$ cat config.mk
export PLATFORM = sky130hd
export DESIGN_NAME = spi_flash_program_erase_sequencer
export DESIGN_NICKNAME = d
export VERILOG_FILES = /design/src/rtl/sfpe_pkg.sv /design/src/rtl/sfpe_regs.sv /design/src/rtl/sfpe_front.sv /design/src/rtl/sfpe_queue.sv /design/src/rtl/sfpe_back.sv /design/src/rtl/spi_flash_program_erase_sequencer.sv
export SDC_FILE = /design/constraint.sdc
export NUM_CORES = 1
export LEC_CHECK = 0
export ABC_AREA = 1
export BUFFER_PORTS_ARGS = -buffer_cell sky130_fd_sc_hd__buf_2
export CAP_MARGIN = 10
export CORE_UTILIZATION = 50
export CTS_BUF_LIST = sky130_fd_sc_hd__clkbuf_2 sky130_fd_sc_hd__clkbuf_4 sky130_fd_sc_hd__clkbuf_8
export DETAILED_ROUTE_END_ITERATION = 16
export PLACE_DENSITY_LB_ADDON = 0.3
export SYNTH_ARGS = -nofsm -noshare
export SYNTH_HDL_FRONTEND = slang
export SYNTH_HIERARCHICAL = 1
export SYNTH_SLANG_ARGS = --single-unit
export TNS_END_PERCENT = 1
$ cat constraint.sdc
create_clock -name i_clk -period 5.56 [get_ports i_clk]
set_input_delay 0.556 -clock i_clk [delete_from_list [all_inputs] [get_ports i_clk]]
set_output_delay 0.556 -clock i_clk [all_outputs]
set_load 0.005 [all_outputs]
$ cat src/rtl/sfpe_pkg.sv
// shared types, constants and step tables of the flash program and erase sequencer
package sfpe_pkg;

    localparam int unsigned ADDR_W  = 24;
    localparam int unsigned BYTE_W  = 8;
    localparam int unsigned PADDR_W = 5;
    localparam int unsigned PDATA_W = 32;

    localparam logic [BYTE_W-1:0] PAGE_PROGRAM_OPCODE = 8'h02;

    localparam logic [2:0] REG_WREN = 3'd0;
    localparam logic [2:0] REG_WRDI = 3'd1;
    localparam logic [2:0] REG_SE   = 3'd2;
    localparam logic [2:0] REG_SRO  = 3'd3;
    localparam logic [2:0] REG_MASK = 3'd4;

    localparam logic [1:0] FUNC_PROGRAM = 2'd0;
    localparam logic [1:0] FUNC_ERASE   = 2'd1;
    localparam logic [1:0] FUNC_STATUS  = 2'd2;

    typedef enum logic [1:0] {
        ACT_SEL_LOW  = 2'd0,
        ACT_SEND     = 2'd1,
        ACT_RECV     = 2'd2,
        ACT_SEL_HIGH = 2'd3
    } t_action;

    typedef struct packed {
        logic [BYTE_W-1:0] wren;
        logic [BYTE_W-1:0] wrdi;
        logic [BYTE_W-1:0] se;
        logic [BYTE_W-1:0] sro;
        logic [BYTE_W-1:0] mask;
    } t_cfg;

    // one bus action of a job
    typedef enum logic [3:0] {
        ST_SL,
        ST_SH,
        ST_RECV,
        ST_WREN,
        ST_WRDI,
        ST_SE,
        ST_SRO,
        ST_PP,
        ST_A2,
        ST_A1,
        ST_A0,
        ST_DATA
    } t_step;

    typedef enum logic [2:0] {
        K_PD,
        K_PH,
        K_PT,
        K_PHT,
        K_ERASE,
        K_POLL,
        K_DONE,
        K_NEXT
    } t_kind;

    typedef t_step [0:15] t_seq;

    typedef struct packed {
        t_kind             kind;
        logic [ADDR_W-1:0] addr;
        logic [BYTE_W-1:0] data;
    } t_job;

    typedef struct packed {
        logic valid;
        t_job job;
    } t_qout;

    function automatic t_seq kind_seq(input t_kind kind);
        t_seq s;
        case (kind)
            K_PD: begin
                s = '{ST_DATA, ST_SL, ST_SL, ST_SL, ST_SL, ST_SL, ST_SL, ST_SL,
                      ST_SL, ST_SL, ST_SL, ST_SL, ST_SL, ST_SL, ST_SL, ST_SL};
            end
            K_PH: begin
                s = '{ST_SL, ST_WREN, ST_SH, ST_SL, ST_PP, ST_A2, ST_A1, ST_A0,
                      ST_DATA, ST_SL, ST_SL, ST_SL, ST_SL, ST_SL, ST_SL, ST_SL};
            end
            K_PT: begin
                s = '{ST_DATA, ST_SH, ST_SL, ST_WRDI, ST_SH, ST_SL, ST_SL, ST_SL,
                      ST_SL, ST_SL, ST_SL, ST_SL, ST_SL, ST_SL, ST_SL, ST_SL};
            end
            K_PHT: begin
                s = '{ST_SL, ST_WREN, ST_SH, ST_SL, ST_PP, ST_A2, ST_A1, ST_A0,
                      ST_DATA, ST_SH, ST_SL, ST_WRDI, ST_SH, ST_SL, ST_SL, ST_SL};
            end
            K_ERASE: begin
                s = '{ST_SL, ST_WREN, ST_SH, ST_SL, ST_SE, ST_A2, ST_A1, ST_A0,
                      ST_SH, ST_SL, ST_SRO, ST_RECV, ST_SH, ST_SL, ST_SL, ST_SL};
            end
            K_POLL: begin
                s = '{ST_SL, ST_SRO, ST_RECV, ST_SH, ST_SL, ST_SL, ST_SL, ST_SL,
                      ST_SL, ST_SL, ST_SL, ST_SL, ST_SL, ST_SL, ST_SL, ST_SL};
            end
            K_DONE: begin
                s = '{ST_SL, ST_WRDI, ST_SH, ST_SL, ST_SL, ST_SL, ST_SL, ST_SL,
                      ST_SL, ST_SL, ST_SL, ST_SL, ST_SL, ST_SL, ST_SL, ST_SL};
            end
            K_NEXT: begin
                s = '{ST_SL, ST_WRDI, ST_SH, ST_SL, ST_WREN, ST_SH, ST_SL, ST_SE,
                      ST_A2, ST_A1, ST_A0, ST_SH, ST_SL, ST_SRO, ST_RECV, ST_SH};
            end
            default: begin
                s = '{ST_SL, ST_SL, ST_SL, ST_SL, ST_SL, ST_SL, ST_SL, ST_SL,
                      ST_SL, ST_SL, ST_SL, ST_SL, ST_SL, ST_SL, ST_SL, ST_SL};
            end
        endcase
        return s;
    endfunction

    // index of the final step of a job
    function automatic logic [3:0] kind_last(input t_kind kind);
        logic [3:0] n;
        case (kind)
            K_PD:    n = 4'd0;
            K_PH:    n = 4'd8;
            K_PT:    n = 4'd4;
            K_PHT:   n = 4'd12;
            K_ERASE: n = 4'd12;
            K_POLL:  n = 4'd3;
            K_DONE:  n = 4'd2;
            K_NEXT:  n = 4'd15;
            default: n = 4'd0;
        endcase
        return n;
    endfunction

endpackage

$ cat src/rtl/sfpe_regs.sv
// configuration register file with its apb-style port
module sfpe_regs
    import sfpe_pkg::*;
(
    input  logic               i_clk,
    input  logic               i_rst_n,
    input  logic               psel,
    input  logic               penable,
    input  logic               pwrite,
    input  logic [PADDR_W-1:0] paddr,
    input  logic [PDATA_W-1:0] pwdata,
    output logic [PDATA_W-1:0] prdata,
    output logic               pready,
    output t_cfg               o_cfg
);

    t_cfg       r_cfg;
    logic       wr_en;
    logic [2:0] reg_idx;

    assign pready  = 1'b1;
    assign reg_idx = paddr[PADDR_W-1:2];
    assign wr_en   = psel & penable & pwrite;
    assign o_cfg   = r_cfg;

    always_ff @(posedge i_clk) begin
        if (!i_rst_n) begin
            r_cfg.wren <= 8'h06;
            r_cfg.wrdi <= 8'h04;
            r_cfg.se   <= 8'h20;
            r_cfg.sro  <= 8'h05;
            r_cfg.mask <= 8'h01;
        end else if (wr_en) begin
            case (reg_idx)
                REG_WREN: r_cfg.wren <= pwdata[BYTE_W-1:0];
                REG_WRDI: r_cfg.wrdi <= pwdata[BYTE_W-1:0];
                REG_SE:   r_cfg.se   <= pwdata[BYTE_W-1:0];
                REG_SRO:  r_cfg.sro  <= pwdata[BYTE_W-1:0];
                REG_MASK: r_cfg.mask <= pwdata[BYTE_W-1:0];
                default: ;
            endcase
        end
    end

    always_comb begin
        prdata = '0;
        case (reg_idx)
            REG_WREN: prdata = {{(PDATA_W-BYTE_W){1'b0}}, r_cfg.wren};
            REG_WRDI: prdata = {{(PDATA_W-BYTE_W){1'b0}}, r_cfg.wrdi};
            REG_SE:   prdata = {{(PDATA_W-BYTE_W){1'b0}}, r_cfg.se};
            REG_SRO:  prdata = {{(PDATA_W-BYTE_W){1'b0}}, r_cfg.sro};
            REG_MASK: prdata = {{(PDATA_W-BYTE_W){1'b0}}, r_cfg.mask};
            default:  prdata = '0;
        endcase
    end

endmodule

$ cat src/rtl/sfpe_front.sv
// front end: accepts requests, tracks transfer and erase state, issues jobs
module sfpe_front
    import sfpe_pkg::*;
#(
    parameter int unsigned CHUNK_BYTES  = 256,
    parameter int unsigned SECTOR_BYTES = 4096
) (
    input  logic              i_clk,
    input  logic              i_rst_n,
    input  t_cfg              i_cfg,
    input  logic              i_valid,
    output logic              o_ready,
    input  logic [1:0]        i_func,
    input  logic [ADDR_W-1:0] i_address,
    input  logic [ADDR_W-1:0] i_length,
    input  logic [BYTE_W-1:0] i_data_byte,
    input  logic              i_last,
    input  logic              i_q_full,
    output logic              o_push,
    output t_job              o_job
);

    localparam int unsigned CW = $clog2(CHUNK_BYTES + 1);

    logic              r_tx_open;
    logic              r_chunk_open;
    logic [CW-1:0]     r_count;
    logic [ADDR_W-1:0] r_prog_addr;
    logic [ADDR_W-1:0] r_erase_addr;
    logic [ADDR_W-1:0] r_erase_rem;
    logic              r_await;

    logic              n_tx_open;
    logic              n_chunk_open;
    logic [CW-1:0]     n_count;
    logic [ADDR_W-1:0] n_prog_addr;
    logic [ADDR_W-1:0] n_erase_addr;
    logic [ADDR_W-1:0] n_erase_rem;
    logic              n_await;

    logic              accept;
    logic              hdr;
    logic              close;
    logic [ADDR_W-1:0] paddr_cur;
    logic [CW-1:0]     cnt_next;
    logic [ADDR_W-1:0] next_sector;

    assign o_ready     = !i_q_full;
    assign accept      = i_valid & o_ready;
    assign hdr         = !r_tx_open || !r_chunk_open;
    assign paddr_cur   = r_tx_open ? r_prog_addr : i_address;
    assign cnt_next    = (hdr ? '0 : r_count) + CW'(1);
    assign close       = (cnt_next >= CW'(CHUNK_BYTES)) || i_last;
    assign next_sector = r_erase_addr + ADDR_W'(SECTOR_BYTES);

    always_comb begin
        n_tx_open    = r_tx_open;
        n_chunk_open = r_chunk_open;
        n_count      = r_count;
        n_prog_addr  = r_prog_addr;
        n_erase_addr = r_erase_addr;
        n_erase_rem  = r_erase_rem;
        n_await      = r_await;
        o_push       = 1'b0;
        o_job.kind   = K_PD;
        o_job.addr   = paddr_cur;
        o_job.data   = i_data_byte;
        case (i_func)
            FUNC_PROGRAM: begin
                if (!r_await) begin
                    o_push       = accept;
                    o_job.kind   = hdr ? (close ? K_PHT : K_PH) : (close ? K_PT : K_PD);
                    n_tx_open    = !i_last;
                    n_chunk_open = !close;
                    n_count      = close ? '0 : cnt_next;
                    n_prog_addr  = paddr_cur + ADDR_W'(1);
                end
            end
            FUNC_ERASE: begin
                if (!r_tx_open && !r_await && (i_length != '0)) begin
                    o_push       = accept;
                    o_job.kind   = K_ERASE;
                    o_job.addr   = i_address;
                    n_erase_addr = i_address;
                    n_erase_rem  = i_length;
                    n_await      = 1'b1;
                end
            end
            FUNC_STATUS: begin
                if (r_await) begin
                    o_push = accept;
                    if ((i_data_byte & i_cfg.mask) != '0) begin
                        o_job.kind = K_POLL;
                    end else if (r_erase_rem <= ADDR_W'(SECTOR_BYTES)) begin
                        o_job.kind  = K_DONE;
                        n_erase_rem = '0;
                        n_await     = 1'b0;
                    end else begin
                        o_job.kind   = K_NEXT;
                        o_job.addr   = next_sector;
                        n_erase_addr = next_sector;
                        n_erase_rem  = r_erase_rem - ADDR_W'(SECTOR_BYTES);
                    end
                end
            end
            default: ;
        endcase
    end

    always_ff @(posedge i_clk) begin
        if (!i_rst_n) begin
            r_tx_open    <= 1'b0;
            r_chunk_open <= 1'b0;
            r_count      <= '0;
            r_prog_addr  <= '0;
            r_erase_addr <= '0;
            r_erase_rem  <= '0;
            r_await      <= 1'b0;
        end else if (accept) begin
            r_tx_open    <= n_tx_open;
            r_chunk_open <= n_chunk_open;
            r_count      <= n_count;
            r_prog_addr  <= n_prog_addr;
            r_erase_addr <= n_erase_addr;
            r_erase_rem  <= n_erase_rem;
            r_await      <= n_await;
        end
    end

endmodule

$ cat src/rtl/sfpe_queue.sv
// job queue between front end and bus sequencer
module sfpe_queue
    import sfpe_pkg::*;
#(
    parameter int unsigned DEPTH = 4
) (
    input  logic  i_clk,
    input  logic  i_rst_n,
    input  logic  i_push,
    input  t_job  i_job,
    output logic  o_full,
    input  logic  i_pop,
    output t_qout o_q
);

    localparam int unsigned AW = (DEPTH > 1) ? $clog2(DEPTH) : 1;
    localparam int unsigned NW = $clog2(DEPTH + 1);

    t_job          r_mem [DEPTH];
    logic [AW-1:0] r_wr;
    logic [AW-1:0] r_rd;
    logic [NW-1:0] r_cnt;
    logic          do_push;
    logic          do_pop;

    assign o_full    = (r_cnt == NW'(DEPTH));
    assign o_q.valid = (r_cnt != '0);
    assign o_q.job   = r_mem[r_rd];
    assign do_push   = i_push & !o_full;
    assign do_pop    = i_pop & o_q.valid;

    always_ff @(posedge i_clk) begin
        if (do_push) begin
            r_mem[r_wr] <= i_job;
        end
    end

    always_ff @(posedge i_clk) begin
        if (!i_rst_n) begin
            r_wr  <= '0;
            r_rd  <= '0;
            r_cnt <= '0;
        end else begin
            if (do_push) begin
                r_wr <= (r_wr == AW'(DEPTH - 1)) ? '0 : r_wr + AW'(1);
            end
            if (do_pop) begin
                r_rd <= (r_rd == AW'(DEPTH - 1)) ? '0 : r_rd + AW'(1);
            end
            if (do_push && !do_pop) begin
                r_cnt <= r_cnt + NW'(1);
            end else if (do_pop && !do_push) begin
                r_cnt <= r_cnt - NW'(1);
            end
        end
    end

endmodule

$ cat src/rtl/sfpe_back.sv
// bus sequencer: expands each job into select, send and receive actions
module sfpe_back
    import sfpe_pkg::*;
(
    input  logic              i_clk,
    input  logic              i_rst_n,
    input  t_cfg              i_cfg,
    input  t_qout             i_q,
    output logic              o_pop,
    output logic              o_valid,
    input  logic              i_ready,
    output logic [1:0]        o_action,
    output logic [BYTE_W-1:0] o_byte_out,
    output logic              o_last_of_run
);

    typedef enum logic {
        S_IDLE,
        S_RUN
    } t_state;

    t_state            r_state;
    t_job              r_job;
    logic [3:0]        r_idx;
    logic              r_valid;
    t_action           r_action;
    logic [BYTE_W-1:0] r_byte;
    logic              r_last;

    t_seq              seq;
    t_step             step;
    logic [3:0]        last_idx;
    logic              adv;
    t_action           n_action;
    logic [BYTE_W-1:0] n_byte;

    assign seq      = kind_seq(r_job.kind);
    assign step     = seq[r_idx];
    assign last_idx = kind_last(r_job.kind);
    assign adv      = (r_state == S_RUN) && (!r_valid || i_ready);
    assign o_pop    = (r_state == S_IDLE) && i_q.valid;

    assign o_valid       = r_valid;
    assign o_action      = r_action;
    assign o_byte_out    = r_byte;
    assign o_last_of_run = r_last;

    always_comb begin
        n_action = ACT_SEND;
        n_byte   = '0;
        case (step)
            ST_SL:   n_action = ACT_SEL_LOW;
            ST_SH:   n_action = ACT_SEL_HIGH;
            ST_RECV: n_action = ACT_RECV;
            ST_WREN: n_byte   = i_cfg.wren;
            ST_WRDI: n_byte   = i_cfg.wrdi;
            ST_SE:   n_byte   = i_cfg.se;
            ST_SRO:  n_byte   = i_cfg.sro;
            ST_PP:   n_byte   = PAGE_PROGRAM_OPCODE;
            ST_A2:   n_byte   = r_job.addr[23:16];
            ST_A1:   n_byte   = r_job.addr[15:8];
            ST_A0:   n_byte   = r_job.addr[7:0];
            ST_DATA: n_byte   = r_job.data;
            default: n_action = ACT_SEL_LOW;
        endcase
    end

    always_ff @(posedge i_clk) begin
        if (!i_rst_n) begin
            r_state <= S_IDLE;
            r_idx   <= '0;
            r_valid <= 1'b0;
        end else begin
            case (r_state)
                S_IDLE: begin
                    if (i_q.valid) begin
                        r_job   <= i_q.job;
                        r_idx   <= '0;
                        r_state <= S_RUN;
                    end
                end
                S_RUN: begin
                    if (adv) begin
                        r_idx <= r_idx + 4'd1;
                        if (r_idx == last_idx) begin
                            r_state <= S_IDLE;
                        end
                    end
                end
                default: r_state <= S_IDLE;
            endcase
            if (adv) begin
                r_valid  <= 1'b1;
                r_action <= n_action;
                r_byte   <= n_byte;
                r_last   <= (r_idx == last_idx);
            end else if (i_ready) begin
                r_valid <= 1'b0;
            end
        end
    end

endmodule

$ cat src/rtl/spi_flash_program_erase_sequencer.sv
// top level of the spi nor flash program and erase sequencer
// input channel: one transfer per request (program data byte, erase request or
// returned status byte) on i_in_valid / o_in_ready
// output channel: one transfer per bus action (select low, send byte, receive
// byte, select high) on o_out_valid / i_out_ready; o_last_of_run marks the
// final action caused by one request
// the front end takes one request per cycle while the job queue has room; each
// request becomes at most one job of up to 16 actions
// the bus sequencer issues one action per cycle while the receiver takes them,
// with an idle state between jobs; a request passes through the job queue,
// the job register and the output register before its first action appears
// a stalled receiver holds the output register; the queue (QUEUE_DEPTH jobs)
// then fills and o_in_ready drops
// reset clears all transfer and erase state, empties the queue and loads the
// default opcodes and busy mask; registers are written over the apb port
module spi_flash_program_erase_sequencer
    import sfpe_pkg::*;
#(
    parameter int unsigned CHUNK_BYTES  = 256,
    parameter int unsigned SECTOR_BYTES = 4096,
    parameter int unsigned QUEUE_DEPTH  = 4
) (
    input  logic               i_clk,
    input  logic               i_rst_n,
    input  logic               psel,
    input  logic               penable,
    input  logic               pwrite,
    input  logic [PADDR_W-1:0] paddr,
    input  logic [PDATA_W-1:0] pwdata,
    output logic [PDATA_W-1:0] prdata,
    output logic               pready,
    input  logic               i_in_valid,
    output logic               o_in_ready,
    input  logic [1:0]         i_func,
    input  logic [ADDR_W-1:0]  i_address,
    input  logic [ADDR_W-1:0]  i_length,
    input  logic [BYTE_W-1:0]  i_data_byte,
    input  logic               i_last,
    output logic               o_out_valid,
    input  logic               i_out_ready,
    output logic [1:0]         o_action,
    output logic [BYTE_W-1:0]  o_byte_out,
    output logic               o_last_of_run
);

    t_cfg  cfg;
    logic  q_full;
    logic  push;
    t_job  job;
    logic  pop;
    t_qout q_out;

    sfpe_regs u_regs (
        .i_clk   (i_clk),
        .i_rst_n (i_rst_n),
        .psel    (psel),
        .penable (penable),
        .pwrite  (pwrite),
        .paddr   (paddr),
        .pwdata  (pwdata),
        .prdata  (prdata),
        .pready  (pready),
        .o_cfg   (cfg)
    );

    sfpe_front #(
        .CHUNK_BYTES  (CHUNK_BYTES),
        .SECTOR_BYTES (SECTOR_BYTES)
    ) u_front (
        .i_clk       (i_clk),
        .i_rst_n     (i_rst_n),
        .i_cfg       (cfg),
        .i_valid     (i_in_valid),
        .o_ready     (o_in_ready),
        .i_func      (i_func),
        .i_address   (i_address),
        .i_length    (i_length),
        .i_data_byte (i_data_byte),
        .i_last      (i_last),
        .i_q_full    (q_full),
        .o_push      (push),
        .o_job       (job)
    );

    sfpe_queue #(
        .DEPTH (QUEUE_DEPTH)
    ) u_queue (
        .i_clk   (i_clk),
        .i_rst_n (i_rst_n),
        .i_push  (push),
        .i_job   (job),
        .o_full  (q_full),
        .i_pop   (pop),
        .o_q     (q_out)
    );

    sfpe_back u_back (
        .i_clk         (i_clk),
        .i_rst_n       (i_rst_n),
        .i_cfg         (cfg),
        .i_q           (q_out),
        .o_pop         (pop),
        .o_valid       (o_out_valid),
        .i_ready       (i_out_ready),
        .o_action      (o_action),
        .o_byte_out    (o_byte_out),
        .o_last_of_run (o_last_of_run)
    );

endmodule
## After elaboration in Yosys (flattened, before gate mapping)

Memory sizes are Yosys's and may differ from the RTL's. A register that Yosys moved wholly into a read port is not among the register bits.
Cells that the tools add are included.
W data, S select, Z words.

| cells by class | value |
|---|---|
| eq/ne operators | 27 |
| add/subtract/negate cells | 9 |
| reductions and logical operators | 39 |
| mux-type cells | 55 |
| magnitude comparators | 3 |
| bitwise logic cells | 9 |

Operator list:

| kind | count |
|---|---|
| $mux W24 | 11 |
| $pmux W24 S2 | 3 |
| $pmux W8 S9 | 1 |
| $mux W27 | 2 |
| $pmux W8 S5 | 1 |
| $add A24 B1 Y24 const B | 1 |
| $add A24 B13 Y24 const B | 1 |
| $le A24 B13 Y1 const B | 1 |
| $reduce_bool A24 Y1 | 1 |
| $sub A24 B13 Y24 const B | 1 |
| $mux W9 | 2 |
| $bmux W4 S4 | 1 |
| $eq A4 B3 Y1 const B | 4 |
| $eq A4 B4 Y1 const B | 4 |
| $mux W4 | 4 |
| $mux W1 | 15 |
| $mux W3 | 5 |
| $reduce_and A2 Y1 | 7 |
| $add A9 B1 Y9 const B | 1 |
| $ge A9 B9 Y1 const B | 1 |
| $logic_not A1 Y1 | 9 |
| $pmux W3 S3 | 1 |
| $reduce_and A3 Y1 | 3 |
| $reduce_or A9 Y1 | 1 |
| 33 further kinds | 61 |

| storage, ports and cells | value |
|---|---|
| bits in registers | 148 |
| logic and storage cells | 166 |
| bits in writable memories | 140 |
| memories kept | 3 |
| bits of input ports | 103 |
| output and inout port bits | 46 |
| ROM bits | 328 |

Memory list:

| memory | depth | width | read ports | clocked after Yosys merged registers in | wr ports | RTL line | text |
|---|---|---|---|---|---|---|---|
| (name not given) | 8 | 37 | 1 | 0 | 0 | sfpe_pkg.sv:78 | `case (kind)` |
| u_queue.r_mem | 4 | 35 | 1 | 1 | 1 | sfpe_queue.sv:19 | `t_job r_mem [DEPTH];` |
| (name not given) | 8 | 4 | 1 | 0 | 0 | sfpe_pkg.sv:122 | `case (kind)` |

## Logic depth before layout (Yosys ltp)

| depth | value |
|---|---|
| depth in word-level cells | 10 |
| mapped depth | 20 |
| depth with buffers taken out | 19 |

## By module

The synthesis kept the hierarchy.

Modules (own cells, without submodules):

| module | seq. area each (sq um) | area an instance (sq um) | cells an instance | times used |
|---|---|---|---|---|
| sfpe_front | 1681.6 | 6557.5 | 1136 | 1 |
| sfpe_queue | 4384.2 | 5671.7 | 409 | 1 |
| sfpe_back | 1901.8 | 3578.4 | 394 | 1 |
| sfpe_regs | 800.8 | 2293.4 | 347 | 1 |

## Least setup slack after synthesis

No wires, ideal clock.

| path | value |
|---|---|
| kind | input port to flip-flop |
| start point | in i_func[0] |
| end point | mem u_queue/r_mem[0][0] (netlist name) (enable) |
| slack | 1.856 ns |
| path buffers | 1 |
| arrival | 3.277 ns |
| data required time | 5.133 ns |
| cell stages on the path | 10 |
| library setup time | 0.427 ns |
| path through | inv_1 -> ha_1 -> inv_1 -> clkbuf_1 -> nor2_1 -> nor2_1 -> nand3_1 -> a21oi_1 -> nand2_1 -> nor2_1 |

| between the ends | value |
|---|---|
| word-level cells in the longest chain between the ends | 5 |
| elaborated cells between the ends (all ways) | 7 |
| those cells by class | 2 x eq/ne; 3 x mux; 1 x bitwise; 1 x reduce/logical |

Ends and longest elaborated chain:

| element | RTL line | text |
|---|---|---|
| start, declared | spi_flash_program_erase_sequencer.sv:34 | `input logic [1:0] i_func,` |
| $eq A2 B2 Y1 (tied with other cells) | sfpe_front.sv:68 | `case (i_func)` |
| $pmux W1 S3 (*) | sfpe_front.sv:68 |  |
| net push | spi_flash_program_erase_sequencer.sv:48 | `logic push;` |
| $and A1 B1 Y1 (*) | sfpe_queue.sv:29 | `assign do_push = i_push & !o_full;` |
| $mux W1 (*) | sfpe_queue.sv:33 | `if (do_push) begin` |
| $mux W1 (not written as such) (*) | sfpe_queue.sv:34 | `r_mem[r_wr] <= i_job;` |
| end, declared | sfpe_queue.sv:19 |  |

Mark *: on every way through the listed nets, which the timed path passes. The rest lies on a longest branch.

## Worst setup path in the final report

| path | value |
|---|---|
| start point | reg u_front.r_await |
| end point | reg u_queue.r_cnt[1] |

| between the ends | value |
|---|---|
| word-level cells in the longest chain between the ends | 9 |
| elaborated cells between the ends (all ways) | 13 |
| those cells by class | 5 x mux; 1 x bitwise; 7 x reduce/logical |

Ends and longest elaborated chain:

| element | RTL line | text |
|---|---|---|
| start, declared | sfpe_front.sv:31 | `logic r_await;` |
| start signal, assigned | sfpe_front.sv:126 | `r_await <= n_await;` |
| $logic_not A1 Y1 | -- |  |
| $logic_and A1 B1 Y1 (2 in series) | sfpe_front.sv:80 | `if (!r_tx_open && !r_await && (i_length != '0)) begin` |
| $mux W1 | sfpe_front.sv:80 |  |
| $pmux W1 S3 (*) | sfpe_front.sv:68 |  |
| net push | spi_flash_program_erase_sequencer.sv:48 |  |
| $and A1 B1 Y1 (*) | sfpe_queue.sv:29 |  |
| net u_queue.do_push | sfpe_queue.sv:23 | `logic do_push;` |
| $logic_not A1 Y1 | sfpe_queue.sv:52 | `end else if (do_pop && !do_push) begin` |
| $logic_and A1 B1 Y1 | sfpe_queue.sv:52 |  |
| $reduce_bool A2 Y1 (no source line) | -- |  |
| end signal, assigned | sfpe_queue.sv:51 | `r_cnt <= r_cnt + NW'(1);` |
| end signal, assigned | sfpe_queue.sv:53 | `r_cnt <= r_cnt - NW'(1);` |
| end, declared | sfpe_queue.sv:22 | `logic [NW-1:0] r_cnt;` |

Marked as above.
A chain may end at the register's enable or synchronous reset.

==> metrics.txt <==
status=complete, no violations; crit end category=register; Starting Density=0.509; Die Y=192 um; gr ovfl total=0; CP max FO=24; fmax=~270 MHz; Worst slew margin=0.193; R2R depth=12; Rows=69; MaxCap Viol Count=0; Final nets=between 2,000 and 2,500; vias per cell=around 5.4; CP required=6.10 ns; RSZ-0062 raised after global routing=no; gr usage total=0.251; YS warnings=6; Tmin final=about 3.6 ns; Reg clk slew, reported paths=approximately 0.060 ns; Die W=192 um; DRC Markers=0; Final Cycle Share=0.655; Initial DRT Pass Iterations=6; area grow syn2layout=9.59%; WL per Instance=16.1 um; Final Hold Fails=0; number of hold buffers added after cts=0; First DRT Iteration DRCs=roughly 1,000; core area=35,600 um2; Layout fillers=3,332; Root Driver=clkbuf_8; CTS resizes=0; global-route wire length before repair=approximately 73 mm; hold crit path type=in2reg; share of post-route cells with drive strength above 1=0.137; Worst path depth=12; TNS Setup=0 ns; CP max stage cell=dfxtp_1; Buf/Inv on CP=4; synthesized instance count=2,286; synthesized area per cell=7.92 um2; Critical Path, Cell by Cell=inv_2 > nand2_1 > nor2_2 > inv_1 > a21oi_1 > nand2_1 > inv_1 > ha_1 > inv_1 > fa_1 > o21ai_0 > nor2_1; area post-placement=approximately 19,000 um2; maximum buffer depth of the clock tree=3; Post-Route WL=roughly 46 mm; multi-input logic area=7760 um2; Largest stage delay, worst path=0.94 ns; Worst Hold Path Cells=3; Placement Setup Slack=1.47 ns; Design Area, Final=19,800 um2; PortBufs=97; # H-tree levels=2; vias post-DR=15,332; synth unique cells=slightly below 50; die area=37,000 um2; DPL Wire Length=30.2 mm; CP Launch Type=register; Ant. Diodes=0; CTS sink count=345; fin worst setup slack=1.92 ns; total CTS buffers=57; vias in the first global route=14,299; IO Pins=149; kind of critical path=reg2reg; total chip power=7.99 mW; postcts setup bufs=0; initial antenna violation count=0; largest net degree at the start of global routing=87; CP dominant cell by count=inv_1; CP top delay family=flip-flops; CP arrival=roughly 4.2 ns; PwrDens=403 nW/um2; #FFs+latches synth=~350; Worst-Skew Late Latency=between 0.6 and 0.7 ns; mapped cell area=between 15,000 and 20,000 um2; sequential area share after synthesis=0.484; Worst VDD drop=0.315 mV; Static Leak=about 8.4 nW; clk_skew=approximately 0.053 ns; max-slew violation count=0; Register Area=8770 um2; ANT nets after route=0; routability-driven placement congestion ratio=0.923; final core utilization=0.558; Worst Tran Pin Value=1.21 ns; Setup-failing EPs final=0; CTS tree=yes
tightest hold or removal path, cell delays in order:
cell	delay, ns
buf_2	0.09
nand2_1	0.05
nand3_1	0.06
power breakdown:
group          switching [mW]  internal, mW  total, mW  leakage (nW)
clock                    1.07          1.45       2.51         0.676
combinational            1.59         0.607       2.20          4.70
sequential              0.149          3.13       3.28          3.00
cells by family (layout without fill, tap and decap cells):
| family | count (synthesis) | count (layout) | synth area share |
|---|---|---|---|
| fa+ha+maj | 21 | 21 | 0.0149 |
| xor+xnor | 28 | 28 | 0.0135 |
| other cells | 2 | 25 | 0.000415 |
| buf+inv | 357 | 436 | 0.0938 |
| simple gates | 1232 | 1232 | 0.301 |
| compound gates | 301 | 301 | 0.0923 |
| flops | 345 | 345 | 0.484 |
through the flow:
| stage | cells | hold WS (ns) |
|---|---|---|
| floorplan | 2309 | 0.425 |
| global placement | 2742 | 0.438 |
| detailed placement | 2742 | 0.456 |
| CTS | 2849 | 0.0724 |
| global route | 2849 | 0.0813 |
| finish | 2849 | 0.107 |
metal layers:
layer  GRT usage  share of wire  wire [um]
met5           0              0          0
met4       0.107          0.031       1430
met3      0.0338          0.064       2960
met2       0.419           0.47      21600
met1       0.327           0.43      19800
state kept, by name (all words and copies together) (netlist names), 2 cells and up, named ones only:
register,cells
u_queue/r_mem,140
u_back/r_job,35
u_front/r_erase_addr,24
u_back/o_action,2
u_back/r_idx,4
u_queue/r_cnt,3
u_front/r_prog_addr,24
u_queue/r_wr,2
u_regs/o_cfg,40
u_back/o_byte_out,8
u_back/seq,17
u_queue/r_rd,2
u_front/r_erase_rem,24
u_back/last_idx,3
u_front/r_count,9
area by class of cell:
cell class,instances,area share
flip-flops and latches,345,0.442
multi-input cells,1607,0.391
clock buffers,76,0.0474
inverters,215,0.0411
repair buffers,114,0.0309
well taps,461,0.0291
clock inverters,31,0.0183
cell usage after synthesis (all sizes together):
cell type / instances / area [um2]
a31oi: 2 / 12.5
o21a: 4 / 37.5
o22ai: 35 / 219
clkinv: 3 / 11.3
nand2: 503 / 1940
xor2: 26 / 228
o211ai: 3 / 22.5
or2: 5 / 31.3
a21boi: 1 / 7.51
a21oi: 92 / 483
nand4: 101 / 632
nor3: 7 / 35.0
fa: 1 / 20.0
nand3: 173 / 928
nor2: 437 / 1820
buf: 107 / 752
edfxtp: 186 / 5590
a32o: 1 / 10.0
clkbuf: 35 / 131
nor4: 3 / 25.0
a211o: 1 / 8.76
ha: 20 / 250
xnor2: 2 / 17.5
conb: 2 / 7.51
nand3b: 3 / 22.5
dfxtp: 159 / 3180
o21ai: 162 / 871
inv: 212 / 803
worst paths after layout:
path / to / slack [ns] / from
min reg2reg: u_front/r_erase_addr[1] / 0.46 / u_front/r_erase_addr[1]
max: u_queue/r_cnt[1] / 1.92 / u_front/r_await
max reg2reg: u_queue/r_cnt[1] / 1.92 / u_front/r_await
min: u_regs/o_cfg[21] / 0.11 / pwdata[5]
layout by cell type, fill, tap and decap left out, types with 3 or more instances in the layout:
master      instances
nor2_8              4
o21a_1              3
a21oi_2             3
nand3_1           165
o211ai_1            3
a21oi_1            88
dfxtp_1           157
o22ai_1            35
conb_1             25
inv_4               3
nor2_1            397
inv_2              19
nand4_1           101
nand3_2             5
clkinv_2           11
nor3_1              7
o21ai_2            13
nor2_4             13
or2_2               4
nand2_1           487
clkbuf_4           17
nor2_2             23
nand2_4             3
clkinv_1            9
clkbuf_8           59
edfxtp_1          186
ha_1               20
buf_4              17
buf_2              97
nand3b_1            3
o21ai_1            35
xor2_1             26
bufinv_16           7
o21ai_0           113
nand3_4             3
nand2_2            13
inv_1             190
clkinvlp_4          4
No activity file was read; power rests on OpenSTA's default activity.
